## config.mk

```make
export PLATFORM = sky130hd
export DESIGN_NAME = command_frame_encoder_crc32
export DESIGN_NICKNAME = d
export VERILOG_FILES = /design/src/hdl/cfe_pkg.sv /design/src/hdl/cfe_frame.sv /design/src/hdl/cfe_ser.sv /design/src/hdl/command_frame_encoder_crc32.sv
export VERILOG_INCLUDE_DIRS = /design/src /design/src/hdl
export SDC_FILE = /design/constraint.sdc
export NUM_CORES = 1
export LEC_CHECK = 0
export BUFFER_PORTS_ARGS = -buffer_cell sky130_fd_sc_hd__buf_2
export CAP_MARGIN = 40
export CORE_ASPECT_RATIO = 1.75
export CORE_UTILIZATION = 33
export DETAILED_ROUTE_END_ITERATION = 7
export HOLD_SLACK_MARGIN = 0.1
export SLEW_MARGIN = 20
export SYNTH_ARGS = -nofsm -noshare
export SYNTH_HDL_FRONTEND = slang
export SYNTH_HIERARCHICAL = 1
export SYNTH_SLANG_ARGS = --single-unit
```

## constraint.sdc

```tcl
create_clock -name clk_i -period 10.9 [get_ports clk_i]
set_clock_uncertainty 0.2 [all_clocks]
set_input_delay 1.09 -clock clk_i [delete_from_list [all_inputs] [get_ports clk_i]]
set_output_delay 1.09 -clock clk_i [all_outputs]
set_load 0.01 [all_outputs]
```

## src/hdl/command_frame_encoder_crc32_macros.svh

```systemverilog
// ----------------------------------------------------------------------------
// Assertion macros for the command frame encoder
// Shared concurrent assertion forms, clocked on clk_i and held off in reset.
// ----------------------------------------------------------------------------
`ifndef COMMAND_FRAME_ENCODER_CRC32_MACROS_SVH
`define COMMAND_FRAME_ENCODER_CRC32_MACROS_SVH

// Same-cycle implication
`define CFE_ASSERT_IMPL(label, ante, cons) \
  label: assert property (@(posedge clk_i) disable iff (!rst_ni) (ante) |-> (cons)) \
    else $error("frame encoder assertion failed");

// Next-cycle implication
`define CFE_ASSERT_NEXT(label, ante, cons) \
  label: assert property (@(posedge clk_i) disable iff (!rst_ni) (ante) |=> (cons)) \
    else $error("frame encoder assertion failed");

`endif

```

## src/hdl/cfe_pkg.sv

```systemverilog
// ----------------------------------------------------------------------------
// Command frame encoder package
// Beat types, byte positions within a frame, register indexes and CRC-32.
// ----------------------------------------------------------------------------
package cfe_pkg;

  // Zero bytes ahead of the head byte
  localparam int unsigned PREAMBLE_LEN = 8;

  // Byte positions within one frame
  localparam int unsigned POS_COUNT = PREAMBLE_LEN + 9;
  localparam int unsigned POS_W     = $clog2(POS_COUNT);

  localparam logic [POS_W-1:0] POS_FIRST = POS_W'(0);
  localparam logic [POS_W-1:0] POS_HEAD  = POS_W'(PREAMBLE_LEN);
  localparam logic [POS_W-1:0] POS_CMD   = POS_W'(PREAMBLE_LEN + 1);
  localparam logic [POS_W-1:0] POS_LEN   = POS_W'(PREAMBLE_LEN + 2);
  localparam logic [POS_W-1:0] POS_DATA  = POS_W'(PREAMBLE_LEN + 3);
  localparam logic [POS_W-1:0] POS_TAIL  = POS_W'(PREAMBLE_LEN + 4);
  localparam logic [POS_W-1:0] POS_CRC0  = POS_W'(PREAMBLE_LEN + 5);
  localparam logic [POS_W-1:0] POS_CRC1  = POS_W'(PREAMBLE_LEN + 6);
  localparam logic [POS_W-1:0] POS_CRC2  = POS_W'(PREAMBLE_LEN + 7);
  localparam logic [POS_W-1:0] POS_CRC3  = POS_W'(PREAMBLE_LEN + 8);

  // Configuration register indexes and reset values
  localparam logic       CFG_HEAD   = 1'b0;
  localparam logic       CFG_TAIL   = 1'b1;
  localparam logic [7:0] HEAD_RESET = 8'h0A;
  localparam logic [7:0] TAIL_RESET = 8'h0B;

  // CRC-32, reflected
  localparam logic [31:0] CRC_POLY   = 32'hEDB88320;
  localparam logic [31:0] CRC_XOROUT = 32'hFFFFFFFF;

  typedef struct packed {
    logic       start_req;
    logic [7:0] command_code;
    logic [7:0] payload_count;
    logic [7:0] data_byte;
  } in_item_t;

  typedef struct packed {
    logic [7:0] out_byte;
    logic       frame_end;
  } out_beat_t;

  // Byte run produced by one accepted item
  typedef struct packed {
    logic        start;
    logic [7:0]  cmd;
    logic [7:0]  len_byte;
    logic        has_data;
    logic [7:0]  data;
    logic        finish;
    logic [31:0] crc_out;
  } run_desc_t;

  typedef struct packed {
    logic busy;
    logic last_adv;
  } ser_status_t;

  typedef struct packed {
    logic open;
    logic left_zero;
  } frame_status_t;

  // Constant 256-entry table of the byte-wise reflected CRC
  function automatic logic [31:0] crc_table(input logic [7:0] idx);
    logic [31:0] c;
    c = {24'd0, idx};
    for (int k = 0; k < 8; k++) begin
      c = c[0] ? (CRC_POLY ^ (c >> 1)) : (c >> 1);
    end
    return c;
  endfunction

  function automatic logic [31:0] crc_byte(input logic [31:0] crc, input logic [7:0] b);
    logic [7:0] idx;
    idx = crc[7:0] ^ b;
    return (crc >> 8) ^ crc_table(idx);
  endfunction

endpackage

```

## src/hdl/cfe_frame.sv

```systemverilog
// ----------------------------------------------------------------------------
// Frame state and CRC update
// Tracks the open frame, folds each item that opens or feeds a frame into the
// running CRC and describes the byte run that the item causes.
// ----------------------------------------------------------------------------
module cfe_frame (
  input  logic                  clk_i,
  input  logic                  rst_ni,
  input  logic                  acc_i,
  input  cfe_pkg::in_item_t     item_i,
  output logic                  desc_valid_o,
  output cfe_pkg::run_desc_t    desc_o,
  output cfe_pkg::frame_status_t status_o
);

  logic        open_q, open_d;
  logic [7:0]  left_q, left_d;
  logic [31:0] crc_q, crc_d;

  logic [7:0]  len_byte;
  logic [31:0] crc_hdr, crc_base, crc_pay, crc_end;
  logic [7:0]  left_base, left_after;
  logic        has_data, finish;

  // Work out the CRC and byte count for this item
  always_comb begin
    len_byte   = item_i.payload_count + 8'd1;
    crc_hdr    = cfe_pkg::crc_byte(cfe_pkg::crc_byte(32'd0, item_i.command_code), len_byte);
    crc_base   = item_i.start_req ? crc_hdr : crc_q;
    crc_pay    = cfe_pkg::crc_byte(crc_base, item_i.data_byte);
    left_base  = item_i.start_req ? item_i.payload_count : left_q;
    has_data   = item_i.start_req ? (item_i.payload_count != 8'd0) : 1'b1;
    left_after = left_base - 8'd1;
    finish     = has_data ? (left_after == 8'd0) : 1'b1;
    crc_end    = has_data ? crc_pay : crc_base;
  end

  // Payload with no frame open causes nothing
  assign desc_valid_o = acc_i && (item_i.start_req || open_q);

  always_comb begin
    desc_o.start    = item_i.start_req;
    desc_o.cmd      = item_i.command_code;
    desc_o.len_byte = len_byte;
    desc_o.has_data = has_data;
    desc_o.data     = item_i.data_byte;
    desc_o.finish   = finish;
    desc_o.crc_out  = crc_end ^ cfe_pkg::CRC_XOROUT;
  end

  // Advance frame state on each item that opens or feeds a frame
  always_comb begin
    open_d = open_q;
    left_d = left_q;
    crc_d  = crc_q;
    if (desc_valid_o) begin
      open_d = !finish;
      left_d = finish ? 8'd0 : left_after;
      crc_d  = crc_end;
    end
  end

  always_ff @(posedge clk_i or negedge rst_ni) begin
    if (!rst_ni) begin
      open_q <= 1'b0;
      left_q <= 8'd0;
      crc_q  <= 32'd0;
    end else begin
      open_q <= open_d;
      left_q <= left_d;
      crc_q  <= crc_d;
    end
  end

  assign status_o.open      = open_q;
  assign status_o.left_zero = (left_q == 8'd0);

endmodule

```

## src/hdl/cfe_ser.sv

```systemverilog
// ----------------------------------------------------------------------------
// Frame byte serialiser
// Holds one byte run and moves it out a byte per cycle while the output is not
// stalled, through a registered output stage with valid and ready.
// ----------------------------------------------------------------------------
module cfe_ser (
  input  logic                      clk_i,
  input  logic                      rst_ni,
  input  logic                      load_i,
  input  cfe_pkg::run_desc_t        desc_i,
  input  logic [7:0]                head_byte_i,
  input  logic [7:0]                tail_byte_i,
  output logic                      in_ready_o,
  output cfe_pkg::ser_status_t      status_o,
  output logic                      out_valid_o,
  input  logic                      out_ready_i,
  output cfe_pkg::out_beat_t        out_beat_o
);

  cfe_pkg::run_desc_t         desc_q;
  logic                       busy_q, busy_d;
  logic [cfe_pkg::POS_W-1:0]  pos_q, pos_d, pos_next;
  logic                       ov_q, ov_d;
  cfe_pkg::out_beat_t         beat_q, beat_d;

  logic       adv, is_last;
  logic [7:0] cur_byte;

  // Move a byte when the output stage is free or being taken
  assign adv     = busy_q && (!ov_q || out_ready_i);
  assign is_last = (pos_q == cfe_pkg::POS_CRC3) ||
                   ((pos_q == cfe_pkg::POS_DATA) && !desc_q.finish);
  assign in_ready_o = !busy_q || (adv && is_last);

  // Pick the byte at the current position
  always_comb begin
    if (pos_q < cfe_pkg::POS_HEAD) begin
      cur_byte = 8'd0;
    end else begin
      unique case (pos_q)
        cfe_pkg::POS_HEAD: cur_byte = head_byte_i;
        cfe_pkg::POS_CMD:  cur_byte = desc_q.cmd;
        cfe_pkg::POS_LEN:  cur_byte = desc_q.len_byte;
        cfe_pkg::POS_DATA: cur_byte = desc_q.data;
        cfe_pkg::POS_TAIL: cur_byte = tail_byte_i;
        cfe_pkg::POS_CRC0: cur_byte = desc_q.crc_out[7:0];
        cfe_pkg::POS_CRC1: cur_byte = desc_q.crc_out[15:8];
        cfe_pkg::POS_CRC2: cur_byte = desc_q.crc_out[23:16];
        cfe_pkg::POS_CRC3: cur_byte = desc_q.crc_out[31:24];
        default:           cur_byte = 8'd0;
      endcase
    end
  end

  // Skip the data byte of an empty frame
  assign pos_next = ((pos_q == cfe_pkg::POS_LEN) && !desc_q.has_data) ?
                    cfe_pkg::POS_TAIL : pos_q + cfe_pkg::POS_W'(1);

  // Run control
  always_comb begin
    busy_d = busy_q;
    pos_d  = pos_q;
    if (load_i) begin
      busy_d = 1'b1;
      pos_d  = desc_i.start ? cfe_pkg::POS_FIRST : cfe_pkg::POS_DATA;
    end else if (adv && is_last) begin
      busy_d = 1'b0;
    end else if (adv) begin
      pos_d = pos_next;
    end
  end

  // Output stage
  always_comb begin
    ov_d   = ov_q;
    beat_d = beat_q;
    if (adv) begin
      ov_d             = 1'b1;
      beat_d.out_byte  = cur_byte;
      beat_d.frame_end = (pos_q == cfe_pkg::POS_CRC3);
    end else if (out_ready_i) begin
      ov_d = 1'b0;
    end
  end

  always_ff @(posedge clk_i or negedge rst_ni) begin
    if (!rst_ni) begin
      busy_q <= 1'b0;
      pos_q  <= cfe_pkg::POS_FIRST;
      ov_q   <= 1'b0;
    end else begin
      busy_q <= busy_d;
      pos_q  <= pos_d;
      ov_q   <= ov_d;
    end
  end

  // Payload registers, no reset
  always_ff @(posedge clk_i) begin
    beat_q <= beat_d;
    if (load_i) begin
      desc_q <= desc_i;
    end
  end

  assign out_valid_o       = ov_q;
  assign out_beat_o        = beat_q;
  assign status_o.busy     = busy_q;
  assign status_o.last_adv = adv && is_last;

endmodule

```

## src/hdl/command_frame_encoder_crc32.sv

```systemverilog
// ----------------------------------------------------------------------------
// Command frame encoder with CRC-32
// Turns start and payload items into framed command bytes.
// ----------------------------------------------------------------------------
// Input channel (in_valid_i/in_ready_o, in_item_i): a start beat opens a frame
// and gives command, payload count and first payload byte; payload beats give
// the following bytes. A payload beat with no frame open is dropped.
// Output channel (out_valid_o/out_ready_i, out_beat_o): one frame byte per
// beat; frame_end marks the last CRC byte.
// Config port (cfg_we_i, cfg_idx_i, cfg_wdata_i): head and tail marker bytes;
// the user writes them only while the block is idle; the block does not check.
// On acceptance an item is loaded into the serialiser's run registers, and its
// first byte moves from there into the output register.
// Throughput: one output byte per cycle while the receiver takes them, set by
// the byte serialiser. A payload beat yields 1 byte, 6 when it closes the frame;
// a start beat yields PREAMBLE_LEN + 4 bytes, PREAMBLE_LEN + 8 with no payload,
// or PREAMBLE_LEN + 9 when its one payload byte closes the frame.
// The next item is taken in the cycle the last byte of the current one moves.
// Receiver stall: the output register holds, the serialiser and then the
// input channel stall with it; nothing is lost.
// Reset: no frame open, CRC cleared, head 0x0A and tail 0x0B.
// ----------------------------------------------------------------------------
`include "command_frame_encoder_crc32_macros.svh"

module command_frame_encoder_crc32 (
  input  logic               clk_i,
  input  logic               rst_ni,
  input  logic               cfg_we_i,
  input  logic               cfg_idx_i,
  input  logic [7:0]         cfg_wdata_i,
  input  logic               in_valid_i,
  output logic               in_ready_o,
  input  cfe_pkg::in_item_t  in_item_i,
  output logic               out_valid_o,
  input  logic               out_ready_i,
  output cfe_pkg::out_beat_t out_beat_o
);

  logic [7:0] head_q, tail_q;

  logic                   in_acc;
  logic                   desc_valid;
  cfe_pkg::run_desc_t     desc;
  cfe_pkg::ser_status_t   ser_st;
  cfe_pkg::frame_status_t frm_st;

  // Marker byte registers
  always_ff @(posedge clk_i or negedge rst_ni) begin
    if (!rst_ni) begin
      head_q <= cfe_pkg::HEAD_RESET;
      tail_q <= cfe_pkg::TAIL_RESET;
    end else if (cfg_we_i) begin
      unique case (cfg_idx_i)
        cfe_pkg::CFG_HEAD: head_q <= cfg_wdata_i;
        cfe_pkg::CFG_TAIL: tail_q <= cfg_wdata_i;
        default: ;
      endcase
    end
  end

  assign in_acc = in_valid_i && in_ready_o;

  cfe_frame u_frame (
    .clk_i        (clk_i),
    .rst_ni       (rst_ni),
    .acc_i        (in_acc),
    .item_i       (in_item_i),
    .desc_valid_o (desc_valid),
    .desc_o       (desc),
    .status_o     (frm_st)
  );

  cfe_ser u_ser (
    .clk_i       (clk_i),
    .rst_ni      (rst_ni),
    .load_i      (desc_valid),
    .desc_i      (desc),
    .head_byte_i (head_q),
    .tail_byte_i (tail_q),
    .in_ready_o  (in_ready_o),
    .status_o    (ser_st),
    .out_valid_o (out_valid_o),
    .out_ready_i (out_ready_i),
    .out_beat_o  (out_beat_o)
  );

  // A new byte run never overwrites one still being sent
  `CFE_ASSERT_IMPL(a_load_free, desc_valid, !ser_st.busy || ser_st.last_adv)
  // An open frame always expects at least one more payload byte
  `CFE_ASSERT_IMPL(a_open_left, frm_st.open, !frm_st.left_zero)
  // Output data only ever comes from a busy serialiser
  `CFE_ASSERT_NEXT(a_out_src, !out_valid_o && !ser_st.busy, !out_valid_o)

endmodule

```

==> metrics.md, run 1 <==
| Metric | Value |
|---|---|
| CP max FO | 15 |
| Buf+Inv Stages, Crit Path | 2 |
| IO Port Bufs | 49 |
| CTS tree | done |
| Final TNS setup | 0 ns |
| Ys Warns | 6 |
| Post-route DRC violation count | 0 |
| VDD IR max | 0.1373 mV |
| GPL Wtd Cong | 0.8964 |
| Worst hold slack | 0.2780 ns |
| Cells along the critical path | buf_2 > inv_1 > ha_1 > xor2_1 > xnor3_2 > xor2_2 > xnor3_1 > mux2i_4 > xor2_2 > xnor3_2 > xnor3_1 > mux2i_1 > o21ai_1 |
| Worst slew margin | 0.3986 |
| PnR worst setup slack | 5.910 ns |
| Cts repair resizes | 0 |
| Congestion Overflow GR | 0 |
| DP HPWL | 19.54 mm |
| DR WL/cell | 21.55 µm |
| Status | complete, no violations |
| Max stage delay on crit path | 0.53 ns |
| Pre-CTS setup slack | 5.478 ns |
| CP Depth | 13 |
| Gate Count Post-Synth | 810 |
| Fin crit share | 0.4578 |
| Row cnt | 79 |
| Routed WL | 25.08 mm |
| Delay-heaviest family, CP | XOR/XNOR gates |
| Initial antenna violation count | 0 |
| Root Driver | clkbuf_16 |
| CP max stage cell | xnor3_2 |
| Seq. cell area | 3620 µm² |
| Syn Std Cell Area | 8941 µm² |
| Number of global-route vias before repair | 6270 |
| Die width | 126.4 µm |
| P_leak | 4.004 nW |
| Max Cap Viol | 0 |
| Max Clock Freq | 200.4 MHz |
| R2R setup slack | 7.23 ns |
| Drt pass-1 iters | 7 |
| Initial cell density of the core | 0.3363 |
| Cts bufs inserted | 17 |
| Slew Limit Fails | 0 |
| Initial detailed-routing violation count | 415 |
| CP Capture Type | flip-flop |
| Reg2reg start | u_ser/pos_q[0] |
| Worst-Skew Late Latency | 0.42 ns |
| Mapped Nets | 858 |
| Antenna Nets Post-Route | 0 |
| DIE HEIGHT | 219.8 µm |
| Clock transition at the registers of the reported paths | 0.07 ns |
| Pwr Density | 314.1 nW/µm² |
| Global-route wire length before repair | 37.81 mm |
| Core Region | 26590 µm² |
| Area growth from synthesis to final layout | 11.64% |
| Die ar. | 27780 µm² |
| Fraction of layout cells with a size suffix above 1 | 0.1905 |
| Critical path arrival | 5.07 ns |
| Bufs on Longest Clock Path | 2 |
| CTS Hold Bufs | 0 |
| Launch point of the critical path | in_item_i[8] |
| Reg2reg end | u_frame/crc_q[13] |
| Multi-input logic area | 4913 µm² |
| Ports | 50 |
| Critical Path Start Type | input pin |
| Slew @ Worst Pin | 0.8972 ns |
| Hold Vio Cnt, Final | 0 |
| Post-CTS Setup Bufs | 0 |
| Crit path to | u_frame/crc_q[25] |
| Setup CP Type | input pin to flip-flop |
| Fill count | 2560 |
| Hold Crit Class | flip-flop to flip-flop |
| Clk sink count | 131 |
| GRT Total Usage | 0.1877 |
| Syn_area_per_cell | 11.04 µm² |
| Vias per inst | 5.304 |
| Reg2reg path depth | 14 |
| H-tree depth | 4 |
| Min Tclk post-route | 4.990 ns |
| CP required | 10.98 ns |
| Largest net degree at the start of global routing | 65 |
| Setup-failing EPs final | 0 |
| RSZ-0062 raised after global routing | false |
| Routed vias | 6174 |
| Fin nets | 875 |
| Number of diodes | 0 |
==> worst reg2reg max path, cell delays in order (launching register included) <==
cell and delay [ns]:
dfrtp_1 0.42, inv_1 0.12, ha_1 0.56, nand3b_1 0.14
o31a_1 0.14, o31ai_2 0.28, and2_1 0.22, o21ai_4 0.06
buf_4 0.32, inv_2 0.11, buf_4 0.43, buf_12 0.30
nand3_1 0.15, nand2_1 0.09, a21o_1 0.08
==> per-layer routing <==
metal | global-route usage | part of all wire
met1 | 0.1829 | 0.36
met4 | 0.1165 | 0.058
met5 | 0 | 0
met3 | 0.03010 | 0.035
met2 | 0.3643 | 0.55
==> cell type report <==
class / count / area share
clock inverter: 15 / 0.01567
inverter: 18 / 0.006769
timing repair buffer: 65 / 0.03948
sequential: 131 / 0.3626
multi-input combinational: 594 / 0.4922
clock buffer: 17 / 0.04262
tap: 324 / 0.04061
==> report_power, final <==
group / total, mW / switching (mW) / internal, mW
Clock: 0.567 / 0.228 / 0.338
Combinational: 1.70 / 0.942 / 0.757
Sequential: 0.870 / 0.0968 / 0.774
Total: 3.14 / 1.27 / 1.87
==> per-stage QoR <==
step / power, mW / area [µm²] / std cells / util
3_5_place_dp: 2.558 / 9384 / 1130 / 0.3529
3_3_place_gp: 2.540 / 9311 / 1124 / 0.3502
5_1_grt: 3.311 / 9982 / 1164 / 0.3754
4_1_cts: 3.139 / 9966 / 1162 / 0.3748
6_report: 3.136 / 9982 / 1164 / 0.3754
2_1_floorplan: 2.117 / 8941 / 810 / -
==> cell usage in the layout, fill, tap and decap left out, types with 5 or more instances in the layout <==
cell type and count:
xor2_1 35, xor3_1 5, buf_4 10, o21ai_0 17, buf_2 52, dfstp_2 5
a22oi_1 10, o21ai_1 26, nor3_1 10, dfrtp_1 59, nand2b_1 6, inv_1 16
mux2_2 21, xnor2_2 6, xnor3_1 25, xnor2_1 113, nand2_1 57, mux2i_1 31
a21oi_1 42, nor2_1 53, a32oi_1 6, edfxtp_1 67, a31oi_1 15, ha_1 9
clkbuf_16 17, nand3_1 7
==> sequential cells by signal, summed over array words and instances, names as in the netlist, 5 cells and up <==
register / flops
u_ser/desc_q: 58
u_frame/crc_q: 32
u_ser/out_beat_o: 9
head_q: 8
tail_q: 8
u_frame/left_q: 8
u_ser/pos_q: 5
==> worst min-delay path by stage <==
stage / startpoint / to / slack, ns / depth (start not counted)
after floorplan: u_frame/left_q[0] / u_frame/left_q[0] / 0.25 / 2
after detailed placement: u_frame/left_q[1] / u_frame/left_q[1] / 0.26 / 2
after CTS: u_frame/left_q[1] / u_frame/left_q[1] / 0.28 / 2
after global routing: u_frame/crc_q[16] / u_frame/crc_q[16] / 0.32 / 2
final: u_frame/left_q[1] / u_frame/left_q[1] / 0.28 / 2
after global placement: u_frame/left_q[1] / u_frame/left_q[1] / 0.26 / 2
Note: power is estimated with default switching activity, not from simulation.
==> run 2: changes to the inputs <==
--- a/config.mk
+++ b/config.mk
@@ -6,6 +6,7 @@
 export SDC_FILE = /design/constraint.sdc
 export NUM_CORES = 1
 export LEC_CHECK = 0
+export ABC_AREA = 1
 export BUFFER_PORTS_ARGS = -buffer_cell sky130_fd_sc_hd__buf_2
 export CAP_MARGIN = 40
 export CORE_ASPECT_RATIO = 1.75
==> constraint.sdc (replaced) <==
create_clock -name clk_i -period 5.1 [get_ports clk_i]
set_clock_uncertainty 0.2 [all_clocks]
set_input_delay 0.51 -clock clk_i [delete_from_list [all_inputs] [get_ports clk_i]]
set_output_delay 0.51 -clock clk_i [all_outputs]
set_load 0.01 [all_outputs]
==> run 2 against run 1 <==
- global-route usage is 2.8 points higher
- final cell count is 45% higher
- non-clock buffer count is 4 lower
- flip-flop and latch count stayed put
- sequential share of layout area is 2.8 points lower
- critical endpoint is now u_frame/left_q[0]
- combinational power is 45% higher
- final area is 8.4% higher
- critical path type is now flip-flop to flip-flop
==> metrics.md, run 2 <==
| Metric | Value |
|---|---|
| Number of global-route vias before repair | 8459 (+35%) |
| Comb pwr share | 0.461 (-0.081) |
| GRT Total Usage | 0.2159 (+0.02824) |
| Setup CP Type | flip-flop to flip-flop |
| P_leak | 5.180 nW (+29%) |
| Fin nets | 1341 (+53%) |
| Global-route wire length before repair | 48.29 mm (+28%) |
| Final TNS setup | 0 ns (unchanged) |
| Setup-failing EPs final | 0 (unchanged) |
| CP max stage cell | dfrtp_1 |
| Fraction of layout cells with a size suffix above 1 | 0.1876 (-0.002880) |
| Reg2reg path depth | 15 (+1) |
| Seq pwr share | 0.308 (+0.030) |
| H-tree depth | 4 (unchanged) |
| Area growth from synthesis to final layout | 10.28% |
| Antenna Nets Post-Route | 0 (unchanged) |
| Initial antenna violation count | 1 (+1) |
| Largest net degree at the start of global routing | 56 (-14%) |
| Routed vias | 8515 (+38%) |
| Root Driver | clkbuf_16 |
| Die width | 132.3 µm (+4.7%) |
| Register bank with the most flops | u_ser/desc_q |
| Vias per inst | 5.044 (-4.9%) |
| Critical Path Start Type | flip-flop |
| Worst-Skew Late Latency | 0.44 ns (+0.02 ns) |
| Net Sw Frac | 0.4413 (+0.03721) |
| Clock transition at the registers of the reported paths | 0.07 ns (about the same) |
| CP Capture Type | flip-flop |
| RSZ-0062 raised after global routing | false |
| Mapped Nets | 1319 (+54%) |
| Routed WL | 32.04 mm (+28%) |
| Row cnt | 83 (+5.1%) |
| Max Cap Viol | 0 (unchanged) |
| CP max FO | 55 (+40) |
| DR WL/cell | 18.98 µm (-12%) |
| Design Area, Final | 10820 µm² (+8.4%) |
| Status | complete, no violations |
| Cells along the critical path | ha_1 > inv_1 > nor2_4 > nand3b_2 > nand2_1 > nand2_1 > nand2_1 > nand2_1 > inv_1 > o21ai_4 > buf_4 > clkinv_2 > buf_12 > nand3_1 > o22ai_1 |
| CP required | 5.24 ns (-5.74 ns) |
| Syn Std Cell Area | 9811 µm² (+9.7%) |
| Critical path arrival | 3.65 ns (-1.42 ns) |
| Cts repair resizes | 0 (unchanged) |
| Total power | 5.356 mW (+71%) |
| Gate Count Post-Synth | 1271 (+57%) |
| Min-Delay Path Depth | 1 (-1) |
| Clk sink count | 131 (unchanged) |
| Most frequent cells in the layout | 408 x nand2_1, 189 x nand3_1, 86 x inv_1 |
| Initial detailed-routing violation count | 528 (+27%) |
| IO Port Bufs | 49 (unchanged) |
| Hold Crit Class | input pin to flip-flop |
| Post-Place Cell Area | 10210 µm² (+8.8%) |
| Cell internal pwr | 2.992 mW (+60%) |
| Initial cell density of the core | 0.3350 (-0.001267) |
| Max Clock Freq | 284.6 MHz |
| Ports | 50 (unchanged) |
| Hold Vio Cnt, Final | 0 (unchanged) |
| Switching pwr | 2.364 mW (+87%) |
| Largest register FFs | 58 (unchanged) |
| Fin crit share | 0.6889 |
| Drt pass-1 iters | 7 (unchanged) |
| Slew Limit Fails | 0 (unchanged) |
| Post-route DRC violation count | 0 (unchanged) |
| Number of diodes | 0 (unchanged) |
| DIE HEIGHT | 230.1 µm (+4.7%) |
| Bufs on Longest Clock Path | 2 (unchanged) |
| Die ar. | 30450 µm² (+9.6%) |
| Syn_area_per_cell | 7.719 µm² (-30%) |
| Pwr Density | 495.1 nW/µm² (+58%) |
| Max stage delay on crit path | 0.47 ns (-0.06 ns) |
| Congestion Overflow GR | 0 (unchanged) |
| Commonest non-fill, non-tap cell in the layout | nand2_1 |
| VDD IR max | 0.2497 mV (+82%) |
| Clock network power share | 0.231 (+0.050) |
| Ys Warns | 6 (unchanged) |
| DP HPWL | 25.25 mm (+29%) |
| Most common cell on crit path | nand2_1 |
| Worst slew margin | 0.4515 (+0.05292) |
| Slew @ Worst Pin | 0.8200 ns (-0.07727 ns) |
| Min Tclk post-route | 3.514 ns |
| Cts bufs inserted | 17 (unchanged) |
| CTS tree | done |
| Core Region | 29290 µm² (+10%) |
| GPL Wtd Cong | 1.011 (+13%) |
-- run 2: cell types whose count changed in the layout (fill, tap and decap cells not counted), moves of 21 or more --
cell,delta
xnor2_1,-87
mux2i_1,-30
mux2_2,-21
nand3_1,+182
xnor3_1,-25
inv_1,+70
nand2_1,+351
a21oi_1,-29
nand2_2,+48
xor2_1,+37
-- run 2: through the flow --
stage	cells	util	worst slack, ns	hold WS (ns)
2_1_floorplan	1271	-	1.662	0.01441
3_3_place_gp	1654	0.3487	1.160	0.2536
5_1_grt	1688	0.3694	1.319	0.1082
6_report	1688	0.3694	1.586	0.1134
3_5_place_dp	1654	0.3487	1.139	0.2564
4_1_cts	1688	0.3694	1.536	0.1017
-- run 2: final cells by class --
class | instances | area [µm²]
Clock inverter | 14 | 157.7
Multi-Input combinational cell | 975 | 5369
Sequential cell | 131 | 3620
Clock buffer | 18 | 429.2
Tap cell | 382 | 478.0
Inverter | 107 | 412.9
Fill cell | 3056 | 18470
Timing Repair Buffer | 61 | 352.8
-- run 2: power by group through the flow --
stage | sequential [mW] | clock [mW] | combinational [mW]
after global routing | 1.67 | 1.30 | 2.72
after global placement | 1.66 | 0 | 2.41
after floorplan | 1.60 | 0 | 1.83
final | 1.65 | 1.24 | 2.47
after detailed placement | 1.66 | 0 | 2.44
after CTS | 1.64 | 1.26 | 2.45
-- run 2: final timing paths --
kind,end,slack [ns],startpoint
max reg2reg,u_frame/left_q[0],1.59,u_ser/pos_q[0]
min,u_ser/desc_q[36],0.11,in_item_i[3]
max in group asynchronous,tail_q[1],3.20,rst_ni
max,u_frame/left_q[0],1.59,u_ser/pos_q[0]
min reg2reg,head_q[1],0.26,head_q[1]
min in group asynchronous,u_ser/out_valid_o,0.44,rst_ni
-- run 2: what timing repair did --
| action | 4_1_cts | 5_1_grt |
|---|---|---|
| hold buffers | 2 | 0 |
| buffers inserted | 0 | 0 |
| endpoints found under the hold margin | 25 | 0 |
-- run 2: critical path: cells and delay by family (launching register included) --
family	cells	cell delay [ns]
fa+ha+maj	1	0.22
buf+inv	5	0.95
simple gates	7	1.18
flops	1	0.47
compound gates	2	0.36
-- run 2: routing by layer --
metal | GRT usage | share of wire
met2 | 0.4020 | 0.53
met5 | 0 | 0.00031
met3 | 0.03153 | 0.035
met4 | 0.2044 | 0.099
met1 | 0.1978 | 0.34
==> run 3: changes to the inputs <==
==> constraint.sdc (replaced) <==
create_clock -name clk_i -period 3.3 [get_ports clk_i]
set_clock_uncertainty 0.2 [all_clocks]
set_input_delay 0.33 -clock clk_i [delete_from_list [all_inputs] [get_ports clk_i]]
set_output_delay 0.33 -clock clk_i [all_outputs]
set_load 0.01 [all_outputs]
==> run 3 against run 2 <==
- first-iteration DRC count up 2.1%
- via count up 6.1%
- hold slack worse by 0.00068 ns
- critical path type is now input pin to flip-flop
- power up 68%
- final area up 13%
- register-to-register slack worse by 1.2 ns
- flip-flop and latch count unchanged
- non-clock buffer count up 142
- clock power up 55%
- global-route usage up 1.1 points
- count of clock-buffer cells in the layout down 1
- largest power group unchanged
==> metrics.md, run 3 (synthesized netlist as in run 2, its figures left out) <==
| Metric | Value |
|---|---|
| Ports | 50 (unchanged) |
| Drt pass-1 iters | 5 (-2) |
| Routed WL | 33.67 mm (+5.1%) |
| Final TNS setup | 0 ns (unchanged) |
| Largest register FFs | 58 (unchanged) |
| GRT Total Usage | 0.2274 (+0.01148) |
| CP Capture Type | flip-flop |
| Worst-Skew Late Latency | 0.45 ns (about the same) |
| Pwr Density | 736.7 nW/µm² (+49%) |
| CP required | 3.30 ns (-1.94 ns) |
| Pre-CTS setup slack | -0.1563 ns (-1.296 ns) |
| Global-route wire length before repair | 51.09 mm (+5.8%) |
| Number of diodes | 0 (unchanged) |
| Max stage delay on crit path | 0.55 ns (+0.08 ns) |
| Worst slew margin | 0.4812 (+0.02966) |
| H-tree depth | 4 (unchanged) |
| Cts bufs inserted | 17 (unchanged) |
| PnR worst setup slack | 0.1408 ns (-1.446 ns) |
| P_leak | 5.923 nW (+14%) |
| Status | complete, no violations |
| Setup-failing EPs final | 0 (unchanged) |
| DIE HEIGHT | 230.1 µm (unchanged) |
| Final core utilization | 0.4171 (+0.04764) |
| DP HPWL | 26.63 mm (+5.5%) |
| Slew @ Worst Pin | 0.7712 ns (-0.04882 ns) |
| Fraction of layout cells with a size suffix above 1 | 0.2631 (+0.07553) |
| Row cnt | 83 (unchanged) |
| Non-Filler Instances | 1830 (+8.4%) |
| Die width | 132.3 µm (unchanged) |
| Buf+Inv Stages, Crit Path | 6 (+1) |
| Initial detailed-routing violation count | 539 (+2.1%) |
| Hold Vio Cnt, Final | 0 (unchanged) |
| Initial antenna violation count | 0 (-1) |
| Most frequent cells in the layout | 397 x nand2_1, 183 x nand3_1, 116 x buf_4 |
| Max Clock Freq | 316.5 MHz |
| Clock transition at the registers of the reported paths | 0.06 ns (about the same) |
| Hold Crit Class | input pin to flip-flop |
| Fin crit share | 0.9573 |
| Register bank with the most flops | u_ser/desc_q |
| Fin nets | 1483 (+11%) |
| Delay-heaviest family, CP | simple AND/OR/NAND/NOR gates |
| Clk sink count | 131 (unchanged) |
| Number of global-route vias before repair | 9115 (+7.8%) |
| CTS tree | done |
| CP max stage cell | dlygate4sd3_1 |
| Commonest non-fill, non-tap cell in the layout | nand2_1 |
| Critical Path Start Type | input pin |
| Die ar. | 30450 µm² (unchanged) |
| IO Port Bufs | 49 (unchanged) |
| Bufs on Longest Clock Path | 2 (unchanged) |
| Core Region | 29290 µm² (unchanged) |
| GPL Wtd Cong | 1.059 (+4.7%) |
| Slew Limit Fails | 0 (unchanged) |
| Antenna Nets Post-Route | 0 (unchanged) |
| Largest net degree at the start of global routing | 60 (+7.1%) |
| Post-route DRC violation count | 0 (unchanged) |
| Routed vias | 9037 (+6.1%) |
| Area growth from synthesis to final layout | 24.50% |
| Placed cells | 1752 (+5.9%) |
| DR WL/cell | 18.40 µm (-3.1%) |
| Max Cap Viol | 0 (unchanged) |
| Critical path arrival | 3.15 ns (-0.50 ns) |
| CP max FO | 9 (-84%) |
| Most common cell on crit path | nand2_1 |
| Setup CP Type | input pin to flip-flop |
| Root Driver | clkbuf_16 |
| Initial cell density of the core | 0.3350 (unchanged) |
| Min Tclk post-route | 3.159 ns |
| VDD IR max | 0.4741 mV (+90%) |
| Vias per inst | 4.938 (-2.1%) |
| Congestion Overflow GR | 0 (unchanged) |
## run 3: changes by cell type in the layout (fill, tap and decap cells not counted), sizes merged
cell	change
clkinvlp	-2
inv	+6
dlygate4sd3	+31
buf	+110
clkinv	-2
bufinv	-1
## run 3: final timing paths
| kind | slack, ns | cells after the start | to | start |
|---|---|---|---|---|
| min | 0.11 | 3 | u_ser/desc_q[42] | in_item_i[8] |
| min reg2reg | 0.26 | 2 | head_q[3] | head_q[3] |
| min in group asynchronous | 0.25 | 2 | u_ser/busy_q | rst_ni |
| max | 0.14 | 26 | u_ser/desc_q[23] | in_item_i[19] |
| max reg2reg | 0.42 | 13 | u_frame/left_q[3] | u_ser/pos_q[0] |
| max in group asynchronous | 1.89 | 3 | head_q[1] | rst_ni |
## run 3: what timing repair did
item                                    4_1_cts  5_1_grt
setup buffers                                 0       13
hold buffers                                 33        0
endpoints found under the setup margin        0       46
hold endpoints to repair                     56        0
gates resized for setup                       0       39
## run 3: metal layers
layer  part of all wire  GRT usage
met3              0.034    0.03593
met4              0.091     0.2022
met5                  0          0
met1               0.33     0.2045
met2               0.54     0.4317
## run 3: worst min-delay path: cells and delay by family
kind / cells / cell delay [ns]
buf+inv: 3 / 0.31
## run 3: power by group
group	total (mW)	switching, mW	leakage [nW]	internal [mW]
registers	2.54	0.256	1.40	2.28
clock network	1.92	0.849	0.293	1.08
logic	4.54	2.81	4.23	1.73
total	9.00	3.91	5.92	5.08
## run 3: area by class of cell
cell class	count	area (µm²)
Fill cell	2997	17070
Multi-Input combinational cell	975	5540
Sequential cell	131	3620
Timing Repair Buffer	203	1570
Tap cell	382	478.0
Clock buffer	17	425.4
Inverter	107	412.9
Clock inverter	15	167.7
## run 3: through the flow
| stage | hold slack [ns] | total power [mW] | area, µm² |
|---|---|---|---|
| after floorplan | -0.1656 | 5.304 | 9814 |
| after global placement | 0.1974 | 6.780 | 11010 |
| after CTS | 0.1025 | 8.820 | 11940 |
| final | 0.1127 | 8.998 | 12210 |
| after global routing | 0.1110 | 9.566 | 12210 |
| after detailed placement | 0.1982 | 6.836 | 11010 |
